`config.mk`:
```
export PLATFORM = sky130hd
export DESIGN_NAME = lcbr_back
export DESIGN_NICKNAME = d
export VERILOG_FILES = /design/src/rtl/core/lcbr_pkg.sv /design/src/rtl/core/lcbr_back.sv
export SDC_FILE = /design/constraint.sdc
export NUM_CORES = 1
export LEC_CHECK = 0
export BUFFER_PORTS_ARGS = -buffer_cell sky130_fd_sc_hd__clkbuf_2
export CORE_MARGIN = 10
export CORE_UTILIZATION = 60
export CTS_CLUSTER_DIAMETER = 150
export DETAILED_ROUTE_END_ITERATION = 12
export PLACE_DENSITY = 0.8
export SKIP_LAST_GASP = 1
export SLEW_MARGIN = 20
export SYNTH_ARGS = -nofsm -noshare
export SYNTH_HDL_FRONTEND = slang
export SYNTH_SLANG_ARGS = --single-unit
```
`constraint.sdc`:
```
create_clock -name clock -period 6.3 [get_ports clock]
set_input_delay 0.63 -clock clock [delete_from_list [all_inputs] [get_ports clock]]
set_output_delay 0.63 -clock clock [all_outputs]
set_load 0.01 [all_outputs]
```
`src/rtl/core/lcbr_pkg.sv`:
```
package lcbr_pkg;

   // Default display size in pixels.
   localparam int DispWidthDef  = 128;
   localparam int DispHeightDef = 128;

   // Frame store geometry: one byte holds eight stacked pixels of one column.
   localparam int StoreDepth = 2048;
   localparam int AddrW      = 11;

   // Depth of the item queue between the front and the back.
   localparam int QueueDepth = 2;

   // Operation codes, decoded from the kind field by the front.
   localparam logic [1:0] OP_LINE   = 2'd0;
   localparam logic [1:0] OP_CIRCLE = 2'd1;
   localparam logic [1:0] OP_READ   = 2'd2;
   localparam logic [1:0] OP_NOP    = 2'd3;

   // One classified item as it waits in the queue.
   typedef struct packed {
      logic [1:0]       op;
      logic [7:0]       x_start;
      logic [7:0]       y_start;
      logic [7:0]       x_end;
      logic [7:0]       y_end;
      logic [7:0]       radius;
      logic             color;
      logic [AddrW-1:0] read_address;
   } item_type;

   // One pixel to plot, handed from the back to the store.
   typedef struct packed {
      logic       valid;
      logic [7:0] x;
      logic [7:0] y;
      logic       color;
   } pixel_type;

   // Byte read request from the back.
   typedef struct packed {
      logic             rd_en;
      logic [AddrW-1:0] rd_addr;
   } rd_req_type;

   // Store status seen by the front and the back.
   typedef struct packed {
      logic       clearing;
      logic       pipe_busy;
      logic [7:0] rd_data;
   } store_stat_type;

endpackage

```
`src/rtl/core/lcbr_back.sv`:
```
module lcbr_back (
   input  logic                       clock,
   input  logic                       reset,
   input  logic                       item_valid,
   input  lcbr_pkg::item_type         item,
   output logic                       item_pop,
   input  lcbr_pkg::store_stat_type   stat,
   output lcbr_pkg::pixel_type        pix,
   output lcbr_pkg::rd_req_type       rd_req,
   output logic                       rsp_strobe,
   output logic [7:0]                 rsp_read_data
);
   import lcbr_pkg::*;

   localparam logic [2:0] ST_IDLE  = 3'd0;
   localparam logic [2:0] ST_LINE  = 3'd1;
   localparam logic [2:0] ST_CTEST = 3'd2;
   localparam logic [2:0] ST_CPLOT = 3'd3;
   localparam logic [2:0] ST_RWAIT = 3'd4;
   localparam logic [2:0] ST_RDATA = 3'd5;

   localparam logic signed [13:0] DInit = 14'sd3;
   localparam logic signed [13:0] DInc0 = 14'sd6;
   localparam logic signed [13:0] DInc1 = 14'sd10;
   localparam logic [2:0]         LastOct = 3'd7;

   logic [2:0]          state_ff, state_in;
   logic [7:0]          px_ff, px_in, py_ff, py_in, qx_ff, qx_in, qy_ff, qy_in;
   logic signed [11:0]  dx_ff, dx_in, dy_ff, dy_in, err_ff, err_in;
   logic                sx_neg_ff, sx_neg_in, sy_neg_ff, sy_neg_in;
   logic [7:0]          cx_ff, cx_in, cy_ff, cy_in;
   logic signed [9:0]   ox_ff, ox_in, oy_ff, oy_in;
   logic signed [13:0]  d_ff, d_in;
   logic [2:0]          oct_ff, oct_in;
   logic                color_ff, color_in;
   logic [AddrW-1:0]    raddr_ff, raddr_in;
   pixel_type           pix_ff, pix_in;
   logic                rsp_strobe_ff, rsp_strobe_in;
   logic [7:0]          rsp_data_ff, rsp_data_in;

   logic [7:0]          abs_dx, abs_dy;
   logic signed [12:0]  e2;
   logic                step_x, step_y;
   logic [7:0]          ux, uy, cpx, cpy;
   logic signed [13:0]  ox_w, oy_w;

   // Line setup terms from the head of the queue.
   assign abs_dx = (item.x_end >= item.x_start) ? item.x_end - item.x_start
                                                : item.x_start - item.x_end;
   assign abs_dy = (item.y_end >= item.y_start) ? item.y_end - item.y_start
                                                : item.y_start - item.y_end;

   // Bresenham line decisions.
   assign e2     = {err_ff, 1'b0};
   assign step_x = e2 >= 13'(dy_ff);
   assign step_y = e2 <= 13'(dx_ff);

   // Eight-way symmetric circle point for the current octant.
   assign ux   = ox_ff[7:0];
   assign uy   = oy_ff[7:0];
   assign ox_w = 14'(ox_ff);
   assign oy_w = 14'(oy_ff);

   always_comb begin
      case (oct_ff)
         3'd0:    begin cpx = cx_ff + ux; cpy = cy_ff + uy; end
         3'd1:    begin cpx = cx_ff - ux; cpy = cy_ff + uy; end
         3'd2:    begin cpx = cx_ff + ux; cpy = cy_ff - uy; end
         3'd3:    begin cpx = cx_ff - ux; cpy = cy_ff - uy; end
         3'd4:    begin cpx = cx_ff + uy; cpy = cy_ff + ux; end
         3'd5:    begin cpx = cx_ff - uy; cpy = cy_ff + ux; end
         3'd6:    begin cpx = cx_ff + uy; cpy = cy_ff - ux; end
         default: begin cpx = cx_ff - uy; cpy = cy_ff - ux; end
      endcase
   end

   // Sequencer for lines, circles and byte reads.
   always_comb begin
      state_in      = state_ff;
      px_in         = px_ff;
      py_in         = py_ff;
      qx_in         = qx_ff;
      qy_in         = qy_ff;
      dx_in         = dx_ff;
      dy_in         = dy_ff;
      err_in        = err_ff;
      sx_neg_in     = sx_neg_ff;
      sy_neg_in     = sy_neg_ff;
      cx_in         = cx_ff;
      cy_in         = cy_ff;
      ox_in         = ox_ff;
      oy_in         = oy_ff;
      d_in          = d_ff;
      oct_in        = oct_ff;
      color_in      = color_ff;
      raddr_in      = raddr_ff;
      pix_in        = pix_ff;
      pix_in.valid  = 1'b0;
      rsp_strobe_in = 1'b0;
      rsp_data_in   = rsp_data_ff;
      item_pop      = 1'b0;
      rd_req        = '0;
      case (state_ff)
         ST_IDLE: begin
            if (item_valid && !stat.clearing) begin
               item_pop  = 1'b1;
               color_in  = item.color;
               px_in     = item.x_start;
               py_in     = item.y_start;
               qx_in     = item.x_end;
               qy_in     = item.y_end;
               dx_in     = 12'(abs_dx);
               dy_in     = -12'(abs_dy);
               err_in    = 12'(abs_dx) - 12'(abs_dy);
               sx_neg_in = !(item.x_start < item.x_end);
               sy_neg_in = !(item.y_start < item.y_end);
               cx_in     = item.x_start;
               cy_in     = item.y_start;
               ox_in     = '0;
               oy_in     = 10'(item.radius);
               d_in      = DInit - 14'({item.radius, 1'b0});
               raddr_in  = item.read_address;
               case (item.op)
                  OP_LINE:   state_in = ST_LINE;
                  OP_CIRCLE: state_in = ST_CTEST;
                  OP_READ:   state_in = ST_RWAIT;
                  default: begin
                     rsp_strobe_in = 1'b1;
                     rsp_data_in   = '0;
                  end
               endcase
            end
         end
         ST_LINE: begin
            pix_in.valid = 1'b1;
            pix_in.x     = px_ff;
            pix_in.y     = py_ff;
            pix_in.color = color_ff;
            if (px_ff == qx_ff && py_ff == qy_ff) begin
               rsp_strobe_in = 1'b1;
               rsp_data_in   = '0;
               state_in      = ST_IDLE;
            end else begin
               err_in = err_ff + (step_x ? dy_ff : 12'sd0) + (step_y ? dx_ff : 12'sd0);
               if (step_x) begin
                  px_in = sx_neg_ff ? px_ff - 1'b1 : px_ff + 1'b1;
               end
               if (step_y) begin
                  py_in = sy_neg_ff ? py_ff - 1'b1 : py_ff + 1'b1;
               end
            end
         end
         ST_CTEST: begin
            oct_in = '0;
            if (ox_ff <= oy_ff) begin
               state_in = ST_CPLOT;
            end else begin
               rsp_strobe_in = 1'b1;
               rsp_data_in   = '0;
               state_in      = ST_IDLE;
            end
         end
         ST_CPLOT: begin
            pix_in.valid = 1'b1;
            pix_in.x     = cpx;
            pix_in.y     = cpy;
            pix_in.color = color_ff;
            oct_in       = oct_ff + 1'b1;
            if (oct_ff == LastOct) begin
               // Advance the Bresenham circle decision once all eight points are out.
               if (d_ff < 0) begin
                  d_in = d_ff + (ox_w <<< 2) + DInc0;
               end else begin
                  d_in  = d_ff + ((ox_w - oy_w) <<< 2) + DInc1;
                  oy_in = oy_ff - 10'sd1;
               end
               ox_in    = ox_ff + 10'sd1;
               state_in = ST_CTEST;
            end
         end
         ST_RWAIT: begin
            // Earlier pixel writes must land before the byte is read.
            if (!pix_ff.valid && !stat.pipe_busy) begin
               rd_req.rd_en   = 1'b1;
               rd_req.rd_addr = raddr_ff;
               state_in       = ST_RDATA;
            end
         end
         ST_RDATA: begin
            rsp_strobe_in = 1'b1;
            rsp_data_in   = stat.rd_data;
            state_in      = ST_IDLE;
         end
         default: begin
            state_in = ST_IDLE;
         end
      endcase
   end

   // Control registers; the pixel word is held during reset apart from its valid bit.
   always_ff @(posedge clock) begin
      if (reset) begin
         state_ff      <= ST_IDLE;
         pix_ff.valid  <= 1'b0;
         rsp_strobe_ff <= 1'b0;
      end else begin
         state_ff      <= state_in;
         pix_ff        <= pix_in;
         rsp_strobe_ff <= rsp_strobe_in;
      end
   end

   // Datapath registers carry no reset.
   always_ff @(posedge clock) begin
      px_ff        <= px_in;
      py_ff        <= py_in;
      qx_ff        <= qx_in;
      qy_ff        <= qy_in;
      dx_ff        <= dx_in;
      dy_ff        <= dy_in;
      err_ff       <= err_in;
      sx_neg_ff    <= sx_neg_in;
      sy_neg_ff    <= sy_neg_in;
      cx_ff        <= cx_in;
      cy_ff        <= cy_in;
      ox_ff        <= ox_in;
      oy_ff        <= oy_in;
      d_ff         <= d_in;
      oct_ff       <= oct_in;
      color_ff     <= color_in;
      raddr_ff     <= raddr_in;
      rsp_data_ff  <= rsp_data_in;
   end

   assign pix           = pix_ff;
   assign rsp_strobe    = rsp_strobe_ff;
   assign rsp_read_data = rsp_data_ff;

endmodule

```
==> metrics.md <==
| Metric | Value |
|---|---|
| Result of the run | finished clean |
| Yosys Warn Count | 0 |
| Crit path from | err_ff[1]$_DFFE_PP_ |
| Net Sw Frac | 0.373 |
| WHS Path Cells | 1 |
| Avg Cell Area, Syn | just under 10 um^2 |
| Max Clock Skew | around 0.015 ns |
| Commonest non-fill, non-tap cells in the layout | ha_1, edfxtp_1, inv_1 |
| FMAX | between 150 and 200 MHz |
| Final Wtd Congestion | 0.984 |
| CTS Buffer Depth | 2 |
| Clk sinks | 160 |
| Mux share of post-synthesis cell area | 0.0226 |
| Worst R2R Setup Slack | between 1 and 1.5 ns |
| Post-DRT Antenna Nets | 0 |
| Max-cap viol count | 0 |
| Worst skew pair latency | about 0.44 ns |
| PD cells | around 300 nW/um^2 |
| Worst hold slack | 0.367 ns |
| CP startpoint kind | flop |
| Die H | around 170 um |
| Post-Synth Simple-Gate Area | 0.130 |
| Cts hold-fix bufs | 0 |
| Initial detailed-routing violation count | 815 |
| Post-synthesis compound-gate area fraction | 0.152 |
| Final setup fails | 0 |
| Area growth syn-to-layout | 10.6% |
| Initial antenna violation count | 0 |
| Post-synth ARST share | 0 |
| Core Rows | 53 |
| Dpl hpwl | about 26,000 um |
| TNS Setup | 0 ns |
| Vias/cell | between 5 and 6 |
| Seq pwr share | 0.332 |
| Largest net degree at the start of global routing | 45 |
| Worst Hold End | raddr_ff[5]$_DFFE_PP_ |
| I/O pin count | 107 |
| GR Overflow Total | 0 |
| Resize count post-CTS | 0 |
| Wire length of the first global-routing pass | ~53,000 um |
| N_diodes | 0 |
| Min Tclk post-route | just over 5 ns |
| Largest family of logic cells by synthesized area | adder cells |
| Detailed-route DRC error count | 0 |
| Ys flop type | edfxtp_1 |
| Setup crit end kind | flop |
| Post-synth EDFFs | around 160 |
| Post-CTS setup buffer count | 0 |
| Worst path required time | 6.48 ns |
| DRT Wirelength | approximately 33,000 um |
| Commonest non-fill, non-tap cell in the layout | ha_1 |
| Worst slew pin tran | 1.06 ns |
| Reg2Reg Depth | 22 |
| Setup ws final | approximately 1.2 ns |
| Die Area | 27,800 um^2 |
| Critical Path Fanout Max | 9 |
| Share of cells above drive strength 1 | 0.118 |
| Clk pwr share | 0.237 |
| Synth Net Count | around 1,600 |
| Worst Path Arrival | ~5.3 ns |
| Reg2reg end | err_ff[11]$_DFFE_PP_ |
| Final worst path period share | 0.816 |
| Max Slew Vio Count | 0 |
| Clock root cell | clkbuf_16 |
| Class of the worst hold path | primary input to flop |
| # fillers | between 1,500 and 2,000 |
| Wirelength per Cell | about 20 um |
| GRT Overall Usage | 0.233 |
| Lkg Pwr | around 0.0064 uW |
| CTS Buf Count | 17 |
| Power Internal | 2680 uW |
| Adder-cell share of the synthesized area | 0.197 |
| Comb pwr share | 0.431 |
| Hold violation total from the final report | 0 |
| Hold Path Origin | item[5] |
| Die Span X | roughly 170 um |
| Synthesized instance count | around 1,300 |
| Slew headroom | 0.286 |
| Unrepaired setup endpoints after global routing | no |
| Dpl ws | ~1.3 ns |
| I/O Buffers | 106 |
| Starting Density | 0.613 |
| Synthesized cell area | about 13,000 um^2 |
| Post-synthesis register bit count | 160 |
| CTS clk-pin slew, worst paths | approximately 0.07 ns |
| Core area | 21,100 um^2 |
| Worst r2r src | err_ff[1]$_DFFE_PP_ |
| Setup CP Type | flop to flop |
| Routed vias | between 10,000 and 15,000 |
| Vias in the first global route | 10,400 |
| Synth Area in XOR/XNOR | 0.0826 |
| Worst vdd ir | roughly 0.00035 V |
| Psw | 1600 uW |
| Drt first pass iters | 6 |
| Post-synthesis cell type count | 75 |
| Sequential area share after synthesis | 0.368 |
| CTS tree | built |
| H-tree depth | 4 |
| Final #Nets | between 1,500 and 2,000 |
[cells in the mapped netlist (all sizes together) (7+ instances only)]
| cell type | count | area share |
|---|---|---|
| mux2 | 7 | 0.0064 |
| o21ai | 101 | 0.040 |
| or3 | 10 | 0.0048 |
| nor3 | 27 | 0.011 |
| xor2 | 54 | 0.037 |
| a221o | 7 | 0.0054 |
| inv | 132 | 0.038 |
| a211oi | 13 | 0.0079 |
| nand2 | 90 | 0.026 |
| nand4 | 10 | 0.0058 |
| o211ai | 8 | 0.0050 |
| nand3 | 14 | 0.0054 |
| xnor2 | 68 | 0.046 |
| o21a | 12 | 0.0070 |
| clkbuf | 23 | 0.0067 |
| and2 | 24 | 0.012 |
| nor4 | 7 | 0.0034 |
| fa | 21 | 0.033 |
| edfxtp | 155 | 0.36 |
| a21o | 37 | 0.021 |
| a21oi | 71 | 0.029 |
| a21boi | 8 | 0.0046 |
| nor2b | 19 | 0.0092 |
| mux2i | 21 | 0.016 |
| and3 | 13 | 0.0063 |
| ha | 170 | 0.16 |
| nand2b | 15 | 0.0073 |
| nor2 | 96 | 0.028 |
[worst max-delay path, cell delays in order, from the launching register on]
cell,delay (ns)
edfxtp_1,0.45
ha_1,0.32
and4b_1,0.22
a211o_1,0.27
a21o_1,0.17
a21o_1,0.17
a21o_1,0.18
a21o_1,0.18
o2bb2ai_1,0.26
nand2b_1,0.24
fa_1,0.35
inv_1,0.07
ha_1,0.17
inv_1,0.06
fa_1,0.40
nor2b_1,0.13
o21ai_0,0.11
a21boi_0,0.28
o21ai_0,0.17
a21oi_1,0.27
a31oi_1,0.15
xnor2_1,0.18
o21ai_0,0.08
[per-stage QoR]
| step | utilization | power, uW | cells | instance area [um^2] |
|---|---|---|---|---|
| floorplan | - | 2800 | 1312 | 12900 |
| global placement | 0.652 | 3180 | 1671 | 13700 |
| detailed placement | 0.652 | 3250 | 1671 | 13700 |
| CTS | 0.678 | 4270 | 1703 | 14300 |
| global route | 0.678 | 4570 | 1703 | 14300 |
| finish | 0.678 | 4280 | 1703 | 14300 |
[how the worst max path moves through the flow]
stage | cells after the start | slack (ns) | to
final | 22 | 1.16 | err_ff[11]$_DFFE_PP_
after global routing | 22 | 0.75 | err_ff[11]$_DFFE_PP_
after CTS | 22 | 1.23 | err_ff[11]$_DFFE_PP_
after detailed placement | 22 | 1.27 | err_ff[11]$_DFFE_PP_
after global placement | 22 | 1.45 | err_ff[11]$_DFFE_PP_
after floorplan | 22 | 1.78 | err_ff[11]$_DFFE_PP_
[area by class of cell]
class                      count  area, um^2  area share
multi-input combinational    991        7570       0.529
sequential                   160        4750       0.332
clock buffer                  21         450      0.0315
clock inverter                11         110     0.00770
timing repair buffer         113         583      0.0408
inverter                     132         495      0.0346
tap                          275         344      0.0241
[metal layers]
layer	track usage	vias to the layer above	routed length, um
met2	0.423	341	17000
met5	0	-	0
met1	0.260	4897	13000
met4	0.102	0	1290
li1	-	4881	-
met3	0.0426	82	1850
[cells by family (layout without fill, tap and decap cells)]
family / Yosys count / count (layout)
fa+ha+maj: 191 / 191
flops: 160 / 160
compound gates: 307 / 307
xor+xnor: 122 / 122
buf+inv: 161 / 277
simple gates: 343 / 343
mux: 28 / 28
[sequential cells by signal (all words and copies together) (netlist names), 10 cells and up]
register / cells
pix: 18
d_ff: 13
dy_ff: 12
err_ff: 12
raddr_ff: 11
ox_ff: 10
oy_ff: 10
[power groups by stage]
stage	registers [uW]	clock network (uW)	logic, uW
after floorplan	1410	0	1390
after global placement	1440	0	1740
after detailed placement	1440	0	1810
after CTS	1420	1020	1830
after global routing	1430	1060	2070
final	1420	1010	1840
No activity file was read; power rests on OpenSTA's default activity.
