--- src/rtl/core/lcbr_pkg.sv ---
package lcbr_pkg;

   // Default display size in pixels.
   localparam int DispWidthDef  = 128;
   localparam int DispHeightDef = 128;

   // Frame store geometry: one byte holds eight stacked pixels of one column.
   localparam int StoreDepth = 2048;
   localparam int AddrW      = 11;

   // Depth of the item queue between the front and the back.
   localparam int QueueDepth = 2;

   // Operation codes, decoded from the kind field by the front.
   localparam logic [1:0] OP_LINE   = 2'd0;
   localparam logic [1:0] OP_CIRCLE = 2'd1;
   localparam logic [1:0] OP_READ   = 2'd2;
   localparam logic [1:0] OP_NOP    = 2'd3;

   // One classified item as it waits in the queue.
   typedef struct packed {
      logic [1:0]       op;
      logic [7:0]       x_start;
      logic [7:0]       y_start;
      logic [7:0]       x_end;
      logic [7:0]       y_end;
      logic [7:0]       radius;
      logic             color;
      logic [AddrW-1:0] read_address;
   } item_type;

   // One pixel to plot, handed from the back to the store.
   typedef struct packed {
      logic       valid;
      logic [7:0] x;
      logic [7:0] y;
      logic       color;
   } pixel_type;

   // Byte read request from the back.
   typedef struct packed {
      logic             rd_en;
      logic [AddrW-1:0] rd_addr;
   } rd_req_type;

   // Store status seen by the front and the back.
   typedef struct packed {
      logic       clearing;
      logic       pipe_busy;
      logic [7:0] rd_data;
   } store_stat_type;

endpackage

--- src/rtl/core/lcbr_front.sv ---
module lcbr_front (
   input  logic                clock,
   input  logic                reset,
   input  logic                start,
   output logic                busy,
   input  logic [1:0]          req_kind,
   input  logic [7:0]          req_x_start,
   input  logic [7:0]          req_y_start,
   input  logic [7:0]          req_x_end,
   input  logic [7:0]          req_y_end,
   input  logic [7:0]          req_radius,
   input  logic                req_color,
   input  logic [10:0]         req_read_address,
   input  logic                clearing,
   output logic                item_valid,
   output lcbr_pkg::item_type  item,
   input  logic                item_pop
);
   import lcbr_pkg::*;

   localparam int PtrW = $clog2(QueueDepth);
   localparam int CntW = $clog2(QueueDepth + 1);
   localparam logic [CntW-1:0] FullCnt = CntW'(QueueDepth);
   localparam logic [PtrW-1:0] LastPtr = PtrW'(QueueDepth - 1);

   item_type        q_ff [QueueDepth];
   logic [PtrW-1:0] wr_ptr_ff, wr_ptr_in;
   logic [PtrW-1:0] rd_ptr_ff, rd_ptr_in;
   logic [CntW-1:0] cnt_ff, cnt_in;
   logic            push;
   logic            pop;
   item_type        new_item;

   // Classify the incoming word.
   always_comb begin
      new_item.x_start      = req_x_start;
      new_item.y_start      = req_y_start;
      new_item.x_end        = req_x_end;
      new_item.y_end        = req_y_end;
      new_item.radius       = req_radius;
      new_item.color        = req_color;
      new_item.read_address = req_read_address;
      case (req_kind)
         OP_LINE:   new_item.op = OP_LINE;
         OP_CIRCLE: new_item.op = OP_CIRCLE;
         OP_READ:   new_item.op = OP_READ;
         default:   new_item.op = OP_NOP;
      endcase
   end

   // The front stalls when the queue is full or the store is being cleared.
   assign busy       = (cnt_ff == FullCnt) || clearing;
   assign push       = start && !busy;
   assign item_valid = (cnt_ff != '0);
   assign pop        = item_pop && item_valid;
   assign item       = q_ff[rd_ptr_ff];

   // Queue pointers and fill count.
   always_comb begin
      wr_ptr_in = wr_ptr_ff;
      rd_ptr_in = rd_ptr_ff;
      cnt_in    = cnt_ff;
      if (push) begin
         wr_ptr_in = (wr_ptr_ff == LastPtr) ? '0 : wr_ptr_ff + 1'b1;
      end
      if (pop) begin
         rd_ptr_in = (rd_ptr_ff == LastPtr) ? '0 : rd_ptr_ff + 1'b1;
      end
      if (push && !pop) begin
         cnt_in = cnt_ff + 1'b1;
      end else if (pop && !push) begin
         cnt_in = cnt_ff - 1'b1;
      end
   end

   always_ff @(posedge clock) begin
      if (reset) begin
         wr_ptr_ff <= '0;
         rd_ptr_ff <= '0;
         cnt_ff    <= '0;
      end else begin
         wr_ptr_ff <= wr_ptr_in;
         rd_ptr_ff <= rd_ptr_in;
         cnt_ff    <= cnt_in;
      end
   end

   // Queue entries hold payload only.
   always_ff @(posedge clock) begin
      if (push) begin
         q_ff[wr_ptr_ff] <= new_item;
      end
   end

endmodule

--- config.mk ---
export PLATFORM = sky130hd
export DESIGN_NAME = lcbr_front
export DESIGN_NICKNAME = d
export VERILOG_FILES = /design/src/rtl/core/lcbr_pkg.sv /design/src/rtl/core/lcbr_front.sv
export SDC_FILE = /design/constraint.sdc
export NUM_CORES = 1
export LEC_CHECK = 0
export BUFFER_PORTS_ARGS = -buffer_cell sky130_fd_sc_hd__buf_2
export CELL_PAD_IN_SITES_DETAIL_PLACEMENT = 1
export CELL_PAD_IN_SITES_GLOBAL_PLACEMENT = 1
export CORE_UTILIZATION = 40
export CTS_BUF_LIST = sky130_fd_sc_hd__clkbuf_8
export CTS_CLUSTER_DIAMETER = 150
export DETAILED_ROUTE_END_ITERATION = 8
export PLACE_DENSITY = 0.7
export RECOVER_POWER = 100
export SLEW_MARGIN = 20
export SYNTH_ARGS = -nofsm -noshare
export SYNTH_HDL_FRONTEND = slang
export SYNTH_SLANG_ARGS = --single-unit
--- constraint.sdc ---
create_clock -name clock -period 7.15 [get_ports clock]
set_input_delay 1.43 -clock clock [delete_from_list [all_inputs] [get_ports clock]]
set_output_delay 1.43 -clock clock [all_outputs]
set_load 0.1 [all_outputs]
==> results of run 1 <==
-- cells by family after synthesis --
| logic type | count (synthesis) |
|---|---|
| adder cells (fa/ha/maj) | 1 |
| flip-flops | 113 |
| AO/OA/AOI/OAI | 4 |
| XOR/XNOR | 3 |
| multiplexers | 54 |
| buffers and inverters | 8 |
| AND/OR/NAND/NOR | 14 |
-- final cells by class --
type	instances	area, µm²	share of cell area (%)
clock buffers	17	234	4.55
clock inverters	14	125	2.43
well taps	133	166	3.24
multi-input cells	76	743	14.5
repair buffers	117	531	10.3
flip-flops and latches	113	3340	65.0
-- report_power, final --
part / internal [mW] / switching [mW]
combinational: 0.175 / 0.811
clock: 0.300 / 0.244
sequential: 0.792 / 0.0371
total: 1.27 / 1.09
-- flip-flops by register name (all words and copies together) (netlist names), named ones only --
signal / count
wr_ptr_ff: 1
q_ff: 108
rd_ptr_ff: 1
cnt_ff: 2
-- worst paths after layout --
| kind | start | to | slack (ns) | depth (start not counted) |
|---|---|---|---|---|
| max | flop | item[47] | 2.14 | 3 |
| min | rd_ptr_ff$_SDFFE_PP0P_ | rd_ptr_ff$_SDFFE_PP0P_ | 0.52 | 2 |
| max reg2reg | cnt_ff[0]$_SDFFE_PP0P_ | q_ff[0][46]$_DFFE_PP_ | 3.04 | 4 |
| min reg2reg | rd_ptr_ff$_SDFFE_PP0P_ | rd_ptr_ff$_SDFFE_PP0P_ | 0.52 | 2 |
-- routing by layer --
metal / vias up / wire length (µm) / track usage, %
li1: 1023 / - / -
met1: 1064 / 3170 / 17.6
met2: 84 / 3820 / 25.0
met3: 11 / 520 / 6.02
met4: 0 / 95 / 6.73
met5: - / 0 / 0
-- worst max-delay path, delay by kind of cell (launching register included) --
kind / cells / cell delay [ns]
buffers and inverters: 2 / 1.74
DFF: 1 / 1.05
muxes: 1 / 0.37
-- cells in the mapped netlist --
| master | instances |
|---|---|
| sky130_fd_sc_hd__buf_2 | 1 |
| sky130_fd_sc_hd__dfxtp_1 | 5 |
| sky130_fd_sc_hd__mux2_2 | 54 |
| sky130_fd_sc_hd__buf_6 | 5 |
| sky130_fd_sc_hd__or2_2 | 1 |
| sky130_fd_sc_hd__and2_1 | 1 |
| sky130_fd_sc_hd__nand2b_1 | 3 |
| sky130_fd_sc_hd__clkbuf_1 | 2 |
| sky130_fd_sc_hd__nand3_1 | 1 |
| sky130_fd_sc_hd__xor2_1 | 3 |
| sky130_fd_sc_hd__edfxtp_1 | 108 |
| sky130_fd_sc_hd__and3_1 | 1 |
| sky130_fd_sc_hd__o21ai_0 | 3 |
| sky130_fd_sc_hd__ha_1 | 1 |
| sky130_fd_sc_hd__or3_1 | 1 |
| sky130_fd_sc_hd__nor2b_1 | 2 |
| sky130_fd_sc_hd__nor2_1 | 4 |
| sky130_fd_sc_hd__a21oi_1 | 1 |
==> Implementation_results.wiki, run 1 <==
{| class="wikitable"
! Metric !! Value
|-
| Pleak || 1.81 nW
|-
| Remaining design rule violation count || 0
|-
| Clock transition at the register clock pins on the worst setup and hold paths after CTS || 0.06 ns
|-
| Placed cell areas || 4860 µm²
|-
| Net total in the final layout || 385
|-
| Via density || 4.64
|-
| Top library cells by usage in the layout, fill and taps aside || 108 x sky130_fd_sc_hd__edfxtp_1, 73 x sky130_fd_sc_hd__buf_2, 54 x sky130_fd_sc_hd__mux2_2, 44 x sky130_fd_sc_hd__clkbuf_1, 17 x sky130_fd_sc_hd__clkbuf_8
|-
| Worst rel slew slack || -53.2%
|-
| Worst setup path class || flop to output port
|-
| Count of cell types in the netlist || 18
|-
| Cells resized by post-CTS repair || 0
|-
| Final estimated routing congestion in global placement || 0.662
|-
| Root Buffer Master || sky130_fd_sc_hd__clkbuf_8
|-
| Latest clock arrival within the worst-skew pair || 0.41 ns
|-
| Maximum count of clock buffers along a single path || 2
|-
| Layout Cells excl Fill || 470
|-
| Final non-filler cell area || 5140 µm²
|-
| Final core utilization || 51.9%
|-
| Core area || 9910 µm²
|-
| Post-synthesis instance area || 4160 µm²
|-
| CP required || 5.72 ns
|-
| Most common cell after layout, fill and taps aside || sky130_fd_sc_hd__edfxtp_1
|-
| HPWL Detailed || 5040 µm
|-
| TritonCTS clock tree || built
|-
| Remaining Overflow, GRT || 0
|-
| Biggest cell delay along the critical path || 1.30 ns
|-
| Minimum clock period || 5.01 ns
|-
| Portion of the clock cycle consumed by the worst path in the final layout || 70.1%
|-
| Syn_nets || 257
|-
| Number of top-level design ports || 115
|-
| Count of endpoints failing hold in the final timing report || 0
|-
| Mux contribution to synthesized area || 14.6%
|-
| Number of max-cap violations || 4
|-
| Worst hold margin || 0.516 ns
|-
| Accumulated negative setup slack || 0 ns
|-
| Power density over cell area || 459 nW/µm²
|-
| Detailed-routing iteration count for the pre-antenna-repair pass || 4
|-
| Cell types occupying the most area after synthesis || sky130_fd_sc_hd__edfxtp_1 78%, sky130_fd_sc_hd__mux2_2 15%, sky130_fd_sc_hd__dfxtp_1 2.4%
|-
| Number of antenna violations at the first check in global routing || 0
|-
| Critical Path Sink Type || output port
|-
| Combinational family with the most area after synthesis || multiplexers
|-
| Worst ir drop on vdd || 0.223 mV
|-
| Leading area contributor after synthesis || sky130_fd_sc_hd__edfxtp_1
|-
| CTS sink cnt || 113
|-
| Cell-by-cell trace of the critical path || clkbuf_1 > mux2_2 > buf_2
|-
| ANT nets after route || 0
|-
| Buffers inserted during post-CTS setup optimization || 0
|-
| Maximum number of pins on one net before global-route repair || 40
|-
| Drt first-iter violations || 59
|-
| Area share of the largest cell type after synthesis || 78.0%
|-
| Synth Area in Simple Gates || 1.84%
|-
| RSZ-0062 raised after global routing || no
|-
| Worst EP arrival || 3.58 ns
|-
| Synthesis Warnings || 0
|-
| Wire length of the first global-routing pass || 12300 µm
|-
| Gate Count Post-Synth || 197
|-
| Biggest fanout along the worst timing path || 30
|-
| Portion of the post-synthesis area used by sequential elements || 80.5%
|-
| Finish-stage setup viols || 0
|-
| Worst slew pin tran || 2.30 ns
|-
| Starting density of the core || 41.9%
|-
| Worst min-delay path class || flop to flop
|-
| Total global routing track utilization || 15.2%
|-
| Violations in the final reports || max-capacitance violations, max-slew violations
|-
| Height of the chip || 104 µm
|-
| CTS hold repair buffers || 0
|-
| Dpl cells || 439
|-
| Ant diodes || 0
|-
| Area of the die || 10800 µm²
|-
| Critical Path Start Type || flop
|-
| Cell with the biggest individual delay on the critical path || sky130_fd_sc_hd__clkbuf_1
|-
| Fin. max-slew vios || 128
|-
| Number of H-tree levels || 4
|-
| Number of rows in the core area || 36
|-
| FILL cells || 992
|-
| Mean routed wirelength per cell || 16.2 µm
|-
| Pre-CTS setup slack || 3.69 ns
|-
| Max Clk Rate || 199 MHz
|-
| Total via count after detailed routing || 2182
|-
| Layout Skew || 0.00886 ns
|-
| Post-synthesis xor/xnor area fraction || 0.632%
|-
| Final critical-path setup slack || 2.14 ns
|-
| Number of buffers created by CTS || 17
|-
| Seq cells post-synth || 113
|-
| Total power after layout || 2.36 mW
|-
| Area fraction in compound gates after synthesis || 0.482%
|-
| Die X-Extent || 104 µm
|-
| Total Wirelength || 7610 µm
|-
| Via count of the first global-routing pass || 2460
|-
| Mean instance size in the synthesized netlist || 21.1 µm²
|-
| Quantity of I/O buffers inserted on ports || 114
|-
| Run status || finished, violations left
|-
| Layout overhead on the synthesized area || 23.8%
|-
| Post-synthesis share of cell area spent on full adders, half adders and majority gates || 0.301%
|-
| Fraction of layout instances using a drive strength above 1 || 46.3%
|}
Power figures use the tool's default switching activity.
==> inputs of run 2 (changes only) <==
PLACE_DENSITY = 0.72   (was 0.7)
clock period = 4.5 ns   (was 7.15 ns; I/O delays follow)
==> run 2 against run 1 <==
Net effect:
- sequential power rose by 60%
- worst hold slack better by 0.0020 ns
- power up 66%
- utilization increased by 0.66 points
- die area is the same
- register-to-register slack got worse by 1.8 ns
- sequential cell count is the same
- count of clock-buffer cells in the layout stayed put
- the flow still finishes with violations (max-capacitance violations, max-slew violations)
- largest cell class unchanged
==> Implementation_results.wiki, run 2 (synthesized netlist as in run 1, its figures left out) <==
{| class="wikitable"
! Metric !! Value
|-
| Via density || 4.65 (+0.11%)
|-
| Clk network pwr share || 26.4% (+3.4 points)
|-
| Worst ir drop on vdd || 0.411 mV (+84%)
|-
| Number of max-cap violations || 1 (-3)
|-
| Run status || finished, violations left
|-
| Via count of the first global-routing pass || 2417 (-1.7%)
|-
| Maximum number of pins on one net before global-route repair || 55 (+38%)
|-
| Cells resized by post-CTS repair || 0 (unchanged)
|-
| ANT nets after route || 0 (unchanged)
|-
| Cell-internal power || 2.17 mW (+72%)
|-
| Fin. max-slew vios || 34 (-73%)
|-
| Fraction of layout instances using a drive strength above 1 || 42.0% (-4.3 points)
|-
| Flip-flop count of the largest register after layout || 108 (unchanged)
|-
| Number of buffers created by CTS || 17 (unchanged)
|-
| Combinational fraction of design power || 39.6% (-2.2 points)
|-
| Critical Path Start Type || flop
|-
| Number of cells on the worst reg-to-reg path || 3 (-1)
|-
| Number of top-level design ports || 115 (unchanged)
|-
| Pleak || 1.82 nW (+0.22%)
|-
| Critical Path Sink Type || output port
|-
| Area of the die || 10800 µm² (unchanged)
|-
| Count of endpoints failing hold in the final timing report || 0 (unchanged)
|-
| Clock transition at the register clock pins on the worst setup and hold paths after CTS || 0.06 ns (about the same)
|-
| Final estimated routing congestion in global placement || 0.661 (-0.14%)
|-
| Detailed-routing iteration count for the pre-antenna-repair pass || 4 (unchanged)
|-
| Violations in the final reports || max-capacitance violations, max-slew violations
|-
| Latest clock arrival within the worst-skew pair || 0.41 ns (about the same)
|-
| CP required || 3.60 ns (-2.12 ns)
|-
| Root Buffer Master || sky130_fd_sc_hd__clkbuf_8
|-
| Finish-stage setup viols || 0 (unchanged)
|-
| Power density over cell area || 753 nW/µm² (+64%)
|-
| Buffers inserted during post-CTS setup optimization || 0 (unchanged)
|-
| CTS hold repair buffers || 0 (unchanged)
|-
| Top flop regs || q_ff x108, cnt_ff x2
|-
| Pre-CTS setup slack || 1.54 ns (-2.15 ns)
|-
| Worst EP arrival || 2.64 ns (-0.94 ns)
|-
| Final critical-path setup slack || 0.963 ns (-1.17 ns)
|-
| Switching Power || 1.75 mW (+60%)
|-
| Layout Skew || 0.00995 ns (+0.00109 ns)
|-
| Top library cells by usage in the layout, fill and taps aside || 108 x sky130_fd_sc_hd__edfxtp_1, 59 x sky130_fd_sc_hd__clkbuf_1, 56 x sky130_fd_sc_hd__buf_2, 54 x sky130_fd_sc_hd__mux2_2, 17 x sky130_fd_sc_hd__clkbuf_8
|-
| Net total in the final layout || 385 (unchanged)
|-
| Wire length of the first global-routing pass || 12200 µm (-0.90%)
|-
| Register bank with the most flops || q_ff
|-
| Number of H-tree levels || 4 (unchanged)
|-
| Worst slew pin tran || 1.56 ns (-0.738 ns)
|-
| Layout Cells excl Fill || 471 (+0.21%)
|-
| Height of the chip || 104 µm (unchanged)
|-
| Layout overhead on the synthesized area || 25.3%
|-
| TritonCTS clock tree || built
|-
| Core area || 9910 µm² (unchanged)
|-
| Total via count after detailed routing || 2189 (+0.32%)
|-
| Maximum count of clock buffers along a single path || 2 (unchanged)
|-
| FILL cells || 1014 (+2.2%)
|-
| Worst rel slew slack || -4.01% (+49 points)
|-
| Starting density of the core || 41.9% (unchanged)
|-
| Total Wirelength || 7740 µm (+1.7%)
|-
| Dpl cells || 439 (unchanged)
|-
| Number of antenna violations at the first check in global routing || 0 (unchanged)
|-
| Remaining design rule violation count || 0 (unchanged)
|-
| Die X-Extent || 104 µm (unchanged)
|-
| Accumulated negative setup slack || 0 ns (unchanged)
|-
| Worst setup path class || flop to output port
|-
| Most common cell after layout, fill and taps aside || sky130_fd_sc_hd__edfxtp_1
|-
| Worst min-delay path class || flop to flop
|-
| Ant diodes || 0 (unchanged)
|-
| Total area of sequential cells || 3340 µm² (about the same)
|-
| Biggest fanout along the worst timing path || 32 (+6.7%)
|-
| Quantity of I/O buffers inserted on ports || 114 (unchanged)
|-
| Sequential share of power || 34.0% (-1.2 points)
|-
| Portion of the clock cycle consumed by the worst path in the final layout || 78.6%
|-
| Number of rows in the core area || 36 (unchanged)
|-
| Number of instances on the worst hold path || 2 (unchanged)
|-
| HPWL Detailed || 4820 µm (-4.3%)
|-
| Max Clk Rate || 283 MHz
|-
| Switching part of the total power || 44.5% (-1.8 points)
|-
| Total global routing track utilization || 15.2% (-0.061 points)
|-
| Mean routed wirelength per cell || 16.4 µm (+1.5%)
|-
| Footprint of the multi-input gates || 751 µm² (+1.0%)
|-
| RSZ-0062 raised after global routing || no
|-
| Minimum clock period || 3.54 ns
|-
| Remaining Overflow, GRT || 0 (unchanged)
|-
| CTS sink cnt || 113 (unchanged)
|-
| Drt first-iter violations || 43 (-27%)
|}
## run 2: cell types whose count changed in the layout (fill, tap and decap cells not counted), sizes merged
cell      delta
inv          +2
clkinv       -3
clkbuf      +17
clkinvlp     -1
bufinv       +3
buf         -17
## run 2: worst paths after layout
| check | end | start | slack, ns |
|---|---|---|---|
| worst max register to register | q_ff[1][43]$_DFFE_PP_ | cnt_ff[0]$_SDFFE_PP0P_ | 1.21 |
| worst min register to register | flop | rd_ptr_ff$_SDFFE_PP0P_ | 0.52 |
| worst max-delay path | item[5] | flop | 0.96 |
| worst min-delay path | flop | rd_ptr_ff$_SDFFE_PP0P_ | 0.52 |
## run 2: power groups by stage
stage                     logic, mW  registers, mW  clock network (mW)
after floorplan                1.44           1.30                   0
final                          1.55           1.33                1.04
after global placement         1.58           1.35                   0
after CTS                      1.59           1.33                1.06
after detailed placement       1.59           1.36                   0
after global routing           1.60           1.35                1.10
## run 2: metal layers
metal | share of wire [%] | vias up | global-route usage (%)
li1 | - | 1027 | -
met4 | 1.2 | 0 | 6.73
met2 | 50 | 79 | 25.0
met3 | 6.3 | 10 | 6.27
met5 | 0 | - | 0
met1 | 43 | 1073 | 17.3
## run 2: layout make-up
cell class	instances	area share [%]
Clock buffer	17	4.49
Clock inverter	15	3.84
Multi-Input combinational cell	76	14.4
Sequential cell	113	64.2
Tap cell	133	3.20
Timing Repair Buffer	117	9.83
## run 2: per-stage QoR
stage               total power [mW]  area, µm²  hold WS (ns)  utilization (%)
floorplan                       2.74       4160         0.471                -
global placement                2.92       4860         0.485             49.0
detailed placement              2.94       4860         0.495             49.0
CTS                             3.98       5290         0.519             53.4
global route                    4.05       5210         0.568             52.6
finish                          3.92       5210         0.518             52.6
## run 2: worst max-delay path, cell delays in order (launching register included)
cell and delay, ns:
sky130_fd_sc_hd__dfxtp_2 0.87, sky130_fd_sc_hd__clkbuf_2 0.63, sky130_fd_sc_hd__mux2_2 0.42, sky130_fd_sc_hd__buf_2 0.30
